--- src/sv/glv_pkg.sv ---
// Shared types and constants for the graded layer vertex offset block.
// No dependencies; used by glv_div and the top module (glv_place does not use it).
`timescale 1ns / 1ps
`default_nettype none
package glv_pkg;

    localparam int DVD_W = 64;   // divider dividend / quotient width
    localparam int DVS_W = 48;   // divider divisor width

    localparam logic [47:0] SUM_CAP = 48'h8000_0000_0000;  // 2^47
    localparam logic [47:0] ONE_Q16 = 48'h0000_0001_0000;

    localparam logic [1:0] CFG_THICKNESS = 2'd0;
    localparam logic [1:0] CFG_LAYERS    = 2'd1;
    localparam logic [1:0] CFG_GROWTH    = 2'd2;

    typedef enum logic [7:0] {
        ST_IDLE  = 8'b0000_0001,
        ST_WACC  = 8'b0000_0010,
        ST_WDIV  = 8'b0000_0100,
        ST_S0DIV = 8'b0000_1000,
        ST_MUL   = 8'b0001_0000,
        ST_SAT   = 8'b0010_0000,
        ST_EMIT  = 8'b0100_0000,
        ST_SDIV  = 8'b1000_0000
    } t_state;

endpackage
`default_nettype wire

--- src/sv/glv_div.sv ---
// Restoring radix-2 divider, one quotient bit per cycle.
// Depends on glv_pkg for operand widths.
`timescale 1ns / 1ps
`default_nettype none
module glv_div (
    input  wire logic                       i_clk,
    input  wire logic                       i_rst_n,
    input  wire logic                       i_start,
    input  wire logic [glv_pkg::DVD_W-1:0]  i_dividend,
    input  wire logic [glv_pkg::DVS_W-1:0]  i_divisor,
    output logic                            o_busy,
    output logic                            o_done,
    output logic [glv_pkg::DVD_W-1:0]       o_quot
);
    localparam int CW = $clog2(glv_pkg::DVD_W);

    logic [glv_pkg::DVD_W-1:0] r_dvd;   // dividend in, quotient shifts in at lsb
    logic [glv_pkg::DVS_W-1:0] r_dvs;
    logic [glv_pkg::DVS_W-1:0] r_rem;
    logic [CW-1:0]             r_cnt;
    logic                      r_busy;
    logic                      r_done;

    logic [glv_pkg::DVS_W:0]   w_shift;
    logic [glv_pkg::DVS_W+1:0] w_diff;
    logic                      w_ge;

    assign w_shift = {r_rem, r_dvd[glv_pkg::DVD_W-1]};
    assign w_diff  = {1'b0, w_shift} - {2'b00, r_dvs};
    assign w_ge    = ~w_diff[glv_pkg::DVS_W+1];

    always_ff @(posedge i_clk) begin
        if (!i_rst_n) begin
            r_busy <= 1'b0;
            r_done <= 1'b0;
            r_cnt  <= '0;
        end else begin
            r_done <= 1'b0;
            if (i_start) begin
                r_busy <= 1'b1;
                r_cnt  <= '1;
                r_dvd  <= i_dividend;
                r_dvs  <= i_divisor;
                r_rem  <= '0;
            end else if (r_busy) begin
                r_rem <= w_ge ? w_diff[glv_pkg::DVS_W-1:0] : w_shift[glv_pkg::DVS_W-1:0];
                r_dvd <= {r_dvd[glv_pkg::DVD_W-2:0], w_ge};
                r_cnt <= r_cnt - 1'b1;
                if (r_cnt == '0) begin
                    r_busy <= 1'b0;
                    r_done <= 1'b1;
                end
            end
        end
    end

    assign o_busy = r_busy;
    assign o_done = r_done;
    assign o_quot = r_dvd;
endmodule
`default_nettype wire

--- src/sv/glv_place.sv ---
// Displacement unit: offset times normal component, rounded to Q16.16,
// subtracted from the node coordinate with saturation. No package use.
`timescale 1ns / 1ps
`default_nettype none
module glv_place (
    input  wire logic               i_clk,
    input  wire logic               i_en,
    input  wire logic [31:0]        i_offset,
    input  wire logic signed [15:0] i_normal,
    input  wire logic signed [31:0] i_node,
    output logic signed [31:0]      o_vertex
);
    logic signed [48:0] r_prod;
    logic signed [31:0] r_node;
    logic signed [49:0] w_q;
    logic signed [35:0] w_d;
    logic signed [36:0] w_v;

    always_ff @(posedge i_clk) begin
        if (i_en) begin
            r_prod <= $signed({1'b0, i_offset}) * i_normal;
            r_node <= i_node;
        end
    end

    assign w_q = 50'(r_prod) + 50'sd8192;
    assign w_d = 36'(w_q >>> 14);          // floor division by 2^14
    assign w_v = 37'(r_node) - 37'(w_d);

    always_comb begin
        if (w_v > 37'sh0_7FFF_FFFF)
            o_vertex = 32'sh7FFF_FFFF;
        else if (w_v < -37'sh0_8000_0000)
            o_vertex = 32'sh8000_0000;
        else
            o_vertex = w_v[31:0];
    end
endmodule
`default_nettype wire

--- src/sv/graded_layer_vertex_offsets_top.sv ---
// Graded boundary-layer vertex generator: per node, n vertices pushed along the normal.
// Each node runs on the shared serial divider: n-1 weight divisions, one first-step
// division, then n-1 step divisions; each layer takes the three axes in turn through
// the MUL and SAT states before its vertex is emitted.
// A new node is taken only when the previous one is done; input ready only when idle.
// Sync active-low reset restores config defaults and clears control. Uses glv_pkg, glv_div, glv_place.
`timescale 1ns / 1ps
`default_nettype none
module graded_layer_vertex_offsets_top #(
    parameter int MAX_LAYERS = 16
) (
    input  wire logic         i_clk,
    input  wire logic         i_rst_n,
    // config write port
    input  wire logic         i_cfg_we,
    input  wire logic [1:0]   i_cfg_addr,
    input  wire logic [30:0]  i_cfg_data,
    // input stream
    input  wire logic         s_axis_tvalid,
    output logic              s_axis_tready,
    // node_x[31:0] node_y[63:32] node_z[95:64] normal_x[111:96]
    // normal_y[127:112] normal_z[143:128]
    input  wire logic [143:0] s_axis_tdata,
    // output stream
    output logic              m_axis_tvalid,
    input  wire logic         m_axis_tready,
    // layer_index[3:0] vertex_x[35:4] vertex_y[67:36] vertex_z[99:68] zero[103:100]
    output logic [103:0]      m_axis_tdata,
    output logic              m_axis_tlast    // last_layer
);
    localparam int JW = (MAX_LAYERS > 1) ? $clog2(MAX_LAYERS) : 1;

    // config registers
    logic [30:0] r_thick;
    logic [4:0]  r_layers;
    logic [23:0] r_growth;

    // per-node working state
    glv_pkg::t_state r_state;
    logic [JW-1:0]      r_j;
    logic [JW-1:0]      r_nm1;
    logic [23:0]        r_b;
    logic [47:0]        r_p;
    logic [47:0]        r_sum;
    logic [31:0]        r_s;
    logic [31:0]        r_acc;
    logic [1:0]         r_k;
    logic signed [31:0] r_node [3];
    logic signed [15:0] r_nrm  [3];
    logic signed [31:0] r_vtx  [3];
    logic               r_out_valid;

    // layer count clamp: zero means one, cap at MAX_LAYERS
    logic [7:0]  w_lc;
    logic [7:0]  w_nm1;
    always_comb begin
        w_lc = (r_layers == 5'd0) ? 8'd1 : {3'b000, r_layers};
        if (w_lc > 8'(MAX_LAYERS))
            w_lc = 8'(MAX_LAYERS);
        w_nm1 = w_lc - 8'd1;
    end

    // running weight sum, saturating
    logic [48:0] w_sum_raw;
    logic [47:0] w_sum_n;
    assign w_sum_raw = {1'b0, r_sum} + {1'b0, r_p};
    assign w_sum_n   = (w_sum_raw > {1'b0, glv_pkg::SUM_CAP}) ? glv_pkg::SUM_CAP
                                                              : w_sum_raw[47:0];

    logic w_out_xfer;
    logic w_last;
    assign w_out_xfer = r_out_valid && m_axis_tready;
    assign w_last     = (r_j == r_nm1);

    // shared divider
    logic                      w_div_start;
    logic [glv_pkg::DVD_W-1:0] w_div_dvd;
    logic [glv_pkg::DVS_W-1:0] w_div_dvs;
    logic                      w_div_busy;
    logic                      w_div_done;
    logic [glv_pkg::DVD_W-1:0] w_quot;

    always_comb begin
        w_div_start = 1'b0;
        w_div_dvd   = {r_p, 16'h0000};
        w_div_dvs   = {24'h000000, r_b};
        if (r_state == glv_pkg::ST_WACC) begin
            w_div_start = 1'b1;
            if (w_last) begin
                w_div_dvd = {17'h0, r_thick, 16'h0000};
                w_div_dvs = w_sum_n;
            end
        end else if (r_state == glv_pkg::ST_EMIT && w_out_xfer && !w_last) begin
            w_div_start = 1'b1;
            w_div_dvd   = {16'h0000, r_s, 16'h0000};
        end
    end

    glv_div u_div (
        .i_clk      (i_clk),
        .i_rst_n    (i_rst_n),
        .i_start    (w_div_start),
        .i_dividend (w_div_dvd),
        .i_divisor  (w_div_dvs),
        .o_busy     (w_div_busy),
        .o_done     (w_div_done),
        .o_quot     (w_quot)
    );

    // later step and cumulative offset, both saturating at 32 bits
    logic [31:0] w_s_n;
    logic [32:0] w_acc_raw;
    logic [31:0] w_acc_n;
    assign w_s_n     = (w_quot[63:32] != 32'h0) ? 32'hFFFF_FFFF : w_quot[31:0];
    assign w_acc_raw = {1'b0, r_acc} + {1'b0, w_s_n};
    assign w_acc_n   = w_acc_raw[32] ? 32'hFFFF_FFFF : w_acc_raw[31:0];

    // shared multiplier, one axis per pass
    logic signed [31:0] w_vertex;
    glv_place u_place (
        .i_clk    (i_clk),
        .i_en     (r_state == glv_pkg::ST_MUL),
        .i_offset (r_acc),
        .i_normal (r_nrm[r_k]),
        .i_node   (r_node[r_k]),
        .o_vertex (w_vertex)
    );

    logic w_in_xfer;
    assign s_axis_tready = (r_state == glv_pkg::ST_IDLE);
    assign w_in_xfer     = s_axis_tvalid && s_axis_tready;

    always_ff @(posedge i_clk) begin
        if (!i_rst_n) begin
            r_thick     <= 31'd65536;
            r_layers    <= 5'd1;
            r_growth    <= 24'd65536;
            r_state     <= glv_pkg::ST_IDLE;
            r_out_valid <= 1'b0;
            r_j         <= '0;
            r_k         <= 2'd0;
        end else begin
            if (i_cfg_we) begin
                unique case (i_cfg_addr)
                    glv_pkg::CFG_THICKNESS: r_thick  <= i_cfg_data;
                    glv_pkg::CFG_LAYERS:    r_layers <= i_cfg_data[4:0];
                    glv_pkg::CFG_GROWTH:    r_growth <= i_cfg_data[23:0];
                    default: ;
                endcase
            end
            unique case (r_state)
                glv_pkg::ST_IDLE: begin
                    if (w_in_xfer) begin
                        r_node[0] <= s_axis_tdata[31:0];
                        r_node[1] <= s_axis_tdata[63:32];
                        r_node[2] <= s_axis_tdata[95:64];
                        r_nrm[0]  <= s_axis_tdata[111:96];
                        r_nrm[1]  <= s_axis_tdata[127:112];
                        r_nrm[2]  <= s_axis_tdata[143:128];
                        r_nm1     <= w_nm1[JW-1:0];
                        r_b       <= (r_growth == 24'd0) ? 24'd65536 : r_growth;
                        r_p       <= glv_pkg::ONE_Q16;
                        r_sum     <= '0;
                        r_j       <= '0;
                        r_state   <= glv_pkg::ST_WACC;
                    end
                end
                glv_pkg::ST_WACC: begin
                    r_sum   <= w_sum_n;
                    r_state <= w_last ? glv_pkg::ST_S0DIV : glv_pkg::ST_WDIV;
                end
                glv_pkg::ST_WDIV: begin
                    if (w_div_done) begin
                        r_p     <= (w_quot > {16'h0, glv_pkg::SUM_CAP}) ? glv_pkg::SUM_CAP
                                                                        : w_quot[47:0];
                        r_j     <= r_j + 1'b1;
                        r_state <= glv_pkg::ST_WACC;
                    end
                end
                glv_pkg::ST_S0DIV: begin
                    if (w_div_done) begin
                        r_s     <= w_quot[31:0];
                        r_acc   <= w_quot[31:0];
                        r_j     <= '0;
                        r_k     <= 2'd0;
                        r_state <= glv_pkg::ST_MUL;
                    end
                end
                glv_pkg::ST_MUL: begin
                    r_state <= glv_pkg::ST_SAT;
                end
                glv_pkg::ST_SAT: begin
                    r_vtx[r_k] <= w_vertex;
                    if (r_k == 2'd2) begin
                        r_out_valid <= 1'b1;
                        r_state     <= glv_pkg::ST_EMIT;
                    end else begin
                        r_k     <= r_k + 2'd1;
                        r_state <= glv_pkg::ST_MUL;
                    end
                end
                glv_pkg::ST_EMIT: begin
                    if (w_out_xfer) begin
                        r_out_valid <= 1'b0;
                        r_state     <= w_last ? glv_pkg::ST_IDLE : glv_pkg::ST_SDIV;
                    end
                end
                glv_pkg::ST_SDIV: begin
                    if (w_div_done) begin
                        r_s     <= w_s_n;
                        r_acc   <= w_acc_n;
                        r_j     <= r_j + 1'b1;
                        r_k     <= 2'd0;
                        r_state <= glv_pkg::ST_MUL;
                    end
                end
                default: r_state <= glv_pkg::ST_IDLE;
            endcase
        end
    end

    logic [JW+3:0] w_jx;
    assign w_jx = {4'h0, r_j};

    assign m_axis_tvalid = r_out_valid;
    assign m_axis_tlast  = w_last;
    assign m_axis_tdata  = {4'h0, r_vtx[2], r_vtx[1], r_vtx[0], w_jx[3:0]};

    // checks
    a_valid_in_emit: assert property (@(posedge i_clk) disable iff (!i_rst_n)
        r_out_valid |-> (r_state == glv_pkg::ST_EMIT))
        else $error("result valid outside emit state");
    a_div_idle: assert property (@(posedge i_clk) disable iff (!i_rst_n)
        (r_state == glv_pkg::ST_IDLE) |-> !w_div_busy)
        else $error("divider busy while idle");
    a_acc_ge_step: assert property (@(posedge i_clk) disable iff (!i_rst_n)
        (r_state == glv_pkg::ST_MUL) |-> (r_acc >= r_s))
        else $error("offset below current step");
endmodule
`default_nettype wire
--- config.mk ---
export PLATFORM = sky130hd
export DESIGN_NAME = graded_layer_vertex_offsets_top
export DESIGN_NICKNAME = d
export VERILOG_FILES = /design/src/sv/glv_pkg.sv /design/src/sv/glv_div.sv /design/src/sv/glv_place.sv /design/src/sv/graded_layer_vertex_offsets_top.sv
export SDC_FILE = /design/constraint.sdc
export NUM_CORES = 2
export LEC_CHECK = 0
export BUFFER_PORTS_ARGS = -buffer_cell sky130_fd_sc_hd__buf_2
export CORE_ASPECT_RATIO = 1.75
export CORE_UTILIZATION = 60
export DETAILED_ROUTE_END_ITERATION = 12
export PLACE_DENSITY = 0.89
export SYNTH_ARGS = -nofsm -noshare
export SYNTH_HDL_FRONTEND = slang
export SYNTH_SLANG_ARGS = --single-unit
--- constraint.sdc ---
create_clock -name i_clk -period 11.35 [get_ports i_clk]
set_clock_uncertainty 0.1 [all_clocks]
set_input_delay 1.135 -clock i_clk [delete_from_list [all_inputs] [get_ports i_clk]]
set_output_delay 1.135 -clock i_clk [all_outputs]
set_load 0.02 [all_outputs]
==> reports/qor.yml <==
status:
  status: "finished clean"
layout:
  syn_to_final_growth_pct: 9.142
  layout-drive-gt1-share_pct: 9.461
  fin_nets: 6377
  design_area_sq_um: 58770
power:
  powerDensity_nw_per_um2: 267.2
  seq_power_share_pct: 24.8
  power_mw: 15.70
  switching_share_pct: 43.98
  p_int_mw: 8.795
  pwr-share-comb_pct: 59.2
  leakagePower_nw: 24.42
  power.share.clock_pct: 15.9
  vdd_drop_max_v: 0.0003821
  p_sw_mw: 6.906
yosys:
  async_flop_share_pct: 0
  synthXorXnorAreaFrac_pct: 3.335
  syn_area_per_cell_sq_um: 10.20
  yosys_warnings: 0
  synth_cell_types: 89
  synth_top_area_share_pct: 36.59
  synth_compound_area_share_pct: 10.76
  synthSimpleGateAreaFrac_pct: 15.84
  netlist_area_sq_um: 53840
  synthMuxAreaShare_pct: 1.120
  synth_cells: 5281
  synth_top_family_by_area: "adder cells"
  synth_top_area_cell: "edfxtp_1"
  synth_edf_count: 656
  ys_top_cells_by_area: "edfxtp_1 (37%), fa_1 (16%), ha_1 (7.5%), nand2_1 (5.1%), inv_1 (4.2%)"
  synth_flop_cell: "edfxtp_1"
  ys_seq_elements: 741
  synthAdderAreaFrac_pct: 23.16
  yosysSeqAreaShare_pct: 39.75
setup_path:
  cp_max_fo: 20
  r2r_cells: 26
  reg2reg_setup_slack_ns: 1.93
  critPathKind: "flip-flop to flip-flop"
  start_kind: "flip-flop"
  cp.arrival_ns: 9.74
  end_kind: "flip-flop"
  r2r_end: "u_place.r_prod[48]$_DFFE_PP_"
  crit_required_ns: 11.68
clocking:
  cts_buffers: 71
  cts.repair.resized: 0
  postCtsSetupBuffers: 0
  cts.sinks: 741
  cts_tree: "built"
  ctsHoldBuffers: 0
  cts.reportedPaths.clkPinSlew_ns: 0.07
  root_buffer: "clkbuf_16"
  clk_path_buf_depth: 3
  insertion_delay_ns: 0.69
  h-tree-depth: 3
route:
  drc: 0
  vias: 41000
  drtIter0Drc: 3295
  drtAntennaViolNets: 0
  wire_per_inst_um: 22.42
  dr.pass1.iters: 6
  wirelength_um: 149900
  via_per_inst: 6.130
floorplanning:
  dieHeight_um: 398.3
  initial_core_util_pct: 60.44
  core_region_area_sq_um: 89080
  ioPinCount: 289
  dieWidth_um: 228.5
  dieArea_sq_um: 90990
  fp-row-count: 145
hold_path:
  whs_path_depth: 0
  hold_class: "flip-flop to flip-flop"
  holdPathEnd: "r_b[6]$_SDFFCE_PN0P_"
  hold_start: "r_growth[6]$_SDFFE_PN0P_"
timing:
  hold_violations: 0
  worst_pin_slew_ns: 1.286
  holdWs_ns: 0.3597
  fin_crit_sh_pct: 82.99
  setup_slack_ns: 1.931
  clock.fmax_ghz: 0.1062
  max_slew_margin_pct: 12.06
  setup_viol: 0
  rsz0062_at_grt: "false"
  final.setup.tns_ns: 0
  fin_crit_ns: 9.419
  slew_violations: 0
global_routing:
  track_usage_pct: 33.19
  grt_pass1_wl_um: 230800
  grt_pass1_vias: 42450
  grt_max_degree: 78
  grt_overflow_total: 0
  antenna_found_initial: 10
placed_design:
  portBuffers: 284
  placed_area_sq_um: 56340
  gp_congestion: 0.9838
  dp_worst_setup_slack_ns: 2.171
  dp_hpwl_um: 113500
job:
  cap_viol_max_count: 0
==> power groups by stage <==
stage          Sequential (mW)  Clock (mW)  Combinational (mW)
2_1_floorplan             3.87           0                6.69
3_3_place_gp              3.94           0                8.71
3_5_place_dp              3.95           0                9.11
4_1_cts                   3.89        2.53                9.19
5_1_grt                   3.90        2.62                10.3
6_report                  3.90        2.50                9.30
==> worst max-delay path: stages (launching register included) <==
cell	delay, ns
dfxtp_1	0.31
buf_4	0.28
mux2i_1	0.15
o21ai_2	0.95
nand2_1	0.24
fa_1	0.56
fa_1	0.52
fa_1	0.51
inv_1	0.05
fa_1	0.49
fa_1	0.49
inv_1	0.05
fa_1	0.48
inv_1	0.05
ha_1	0.38
nand4_1	0.19
nor2_1	0.21
o2111ai_1	0.13
a21oi_1	0.27
o2111ai_1	0.21
a2111oi_0	1.14
o21ai_1	0.48
nor4_1	0.37
or3_1	0.17
a21o_1	0.15
a21oi_1	0.09
xnor2_1	0.13
==> metrics by stage <==
stage / std cells / utilization (%)
finish: 6688 / 65.97
global route: 6684 / 65.96
CTS: 6683 / 65.96
detailed placement: 6554 / 63.24
global placement: 6554 / 63.24
floorplan: 5284 / -
==> synth_stat cells (17+ instances only) <==
cell type,number
nand2_1,736
edfxtp_1,656
inv_1,604
fa_1,421
ha_1,323
nor2_1,275
a21oi_1,265
and2_1,244
clkbuf_1,215
o21ai_0,175
xnor2_1,112
a21o_1,96
nor2b_1,94
nand2b_1,93
xor2_1,93
dfxtp_1,85
a21boi_0,68
nand3_1,67
a211oi_1,59
mux2i_1,58
and3_1,54
nor3_1,54
a31oi_1,44
nand4_1,44
o21a_1,32
nor4_1,30
o21bai_1,24
o21ai_1,22
buf_2,18
a22o_1,17
==> layout make-up <==
class	count	area (sq um)
diodes	5	12.51
clock buffers	89	1937
clock inverters	40	480.5
fillers	6512	30310
inverters	605	2271
multi-input cells	3692	29350
flip-flops and latches	741	21400
well taps	1176	1471
repair buffers	340	1842
==> layout by cell type (no fill, tap or decap), types with 57 or more instances in the layout <==
cell type / count
fa_1: 421
and2_1: 244
buf_2: 284
ha_1: 323
a21o_1: 95
a21boi_0: 68
clkbuf_16: 72
nand3_1: 67
mux2i_1: 57
nand2_1: 735
o21ai_0: 165
xnor2_1: 112
nor2b_1: 94
inv_1: 604
xor2_1: 93
a21oi_1: 264
dfxtp_1: 83
nand2b_1: 93
nor2_1: 272
edfxtp_1: 656
a211oi_1: 59
==> registers in the layout, summed over array words and instances, names as in the netlist, 5 cells and up, named ones only <==
| register | count |
|---|---|
| u_place.r_prod | 36 |
| u_div.r_dvs | 48 |
| u_div.r_cnt | 6 |
| u_place.r_node | 32 |
| r_thick | 31 |
| r_layers | 5 |
| u_div.o_quot | 64 |
| u_div.r_rem | 48 |
| r_node | 96 |
| r_sum | 48 |
| r_growth | 24 |
| r_acc | 32 |
| r_p | 48 |
| r_vtx | 96 |
| r_state | 8 |
| r_nrm | 48 |
| r_s | 32 |
| r_b | 24 |
==> kinds of logic after synthesis <==
family / count (synthesis)
buffers and inverters: 851
adder cells (fa/ha/maj): 744
other: 1
multiplexers: 60
XOR/XNOR: 205
AO/OA/AOI/OAI: 907
flip-flops: 741
AND/OR/NAND/NOR: 1772
==> layer usage <==
| metal | GRT usage [%] | part of all wire (%) |
|---|---|---|
| met4 | 26.98 | 9.4 |
| met5 | 0 | 0.043 |
| met2 | 59.53 | 51 |
| met3 | 5.735 | 7.1 |
| met1 | 33.87 | 32 |
==> worst max path at each step <==
stage | endpoint | slack (ns) | cells after the start
detailed placement | u_place.r_prod[48]$_DFFE_PP_ | 2.17 | 26
global placement | u_place.r_prod[48]$_DFFE_PP_ | 2.37 | 26
finish | u_place.r_prod[48]$_DFFE_PP_ | 1.93 | 26
CTS | u_place.r_prod[48]$_DFFE_PP_ | 2.08 | 26
floorplan | r_state[0]$_SDFFE_PN1P_ | 3.12 | 6
global route | u_place.r_prod[48]$_DFFE_PP_ | 1.61 | 26
No activity file was read; power rests on OpenSTA's default activity.
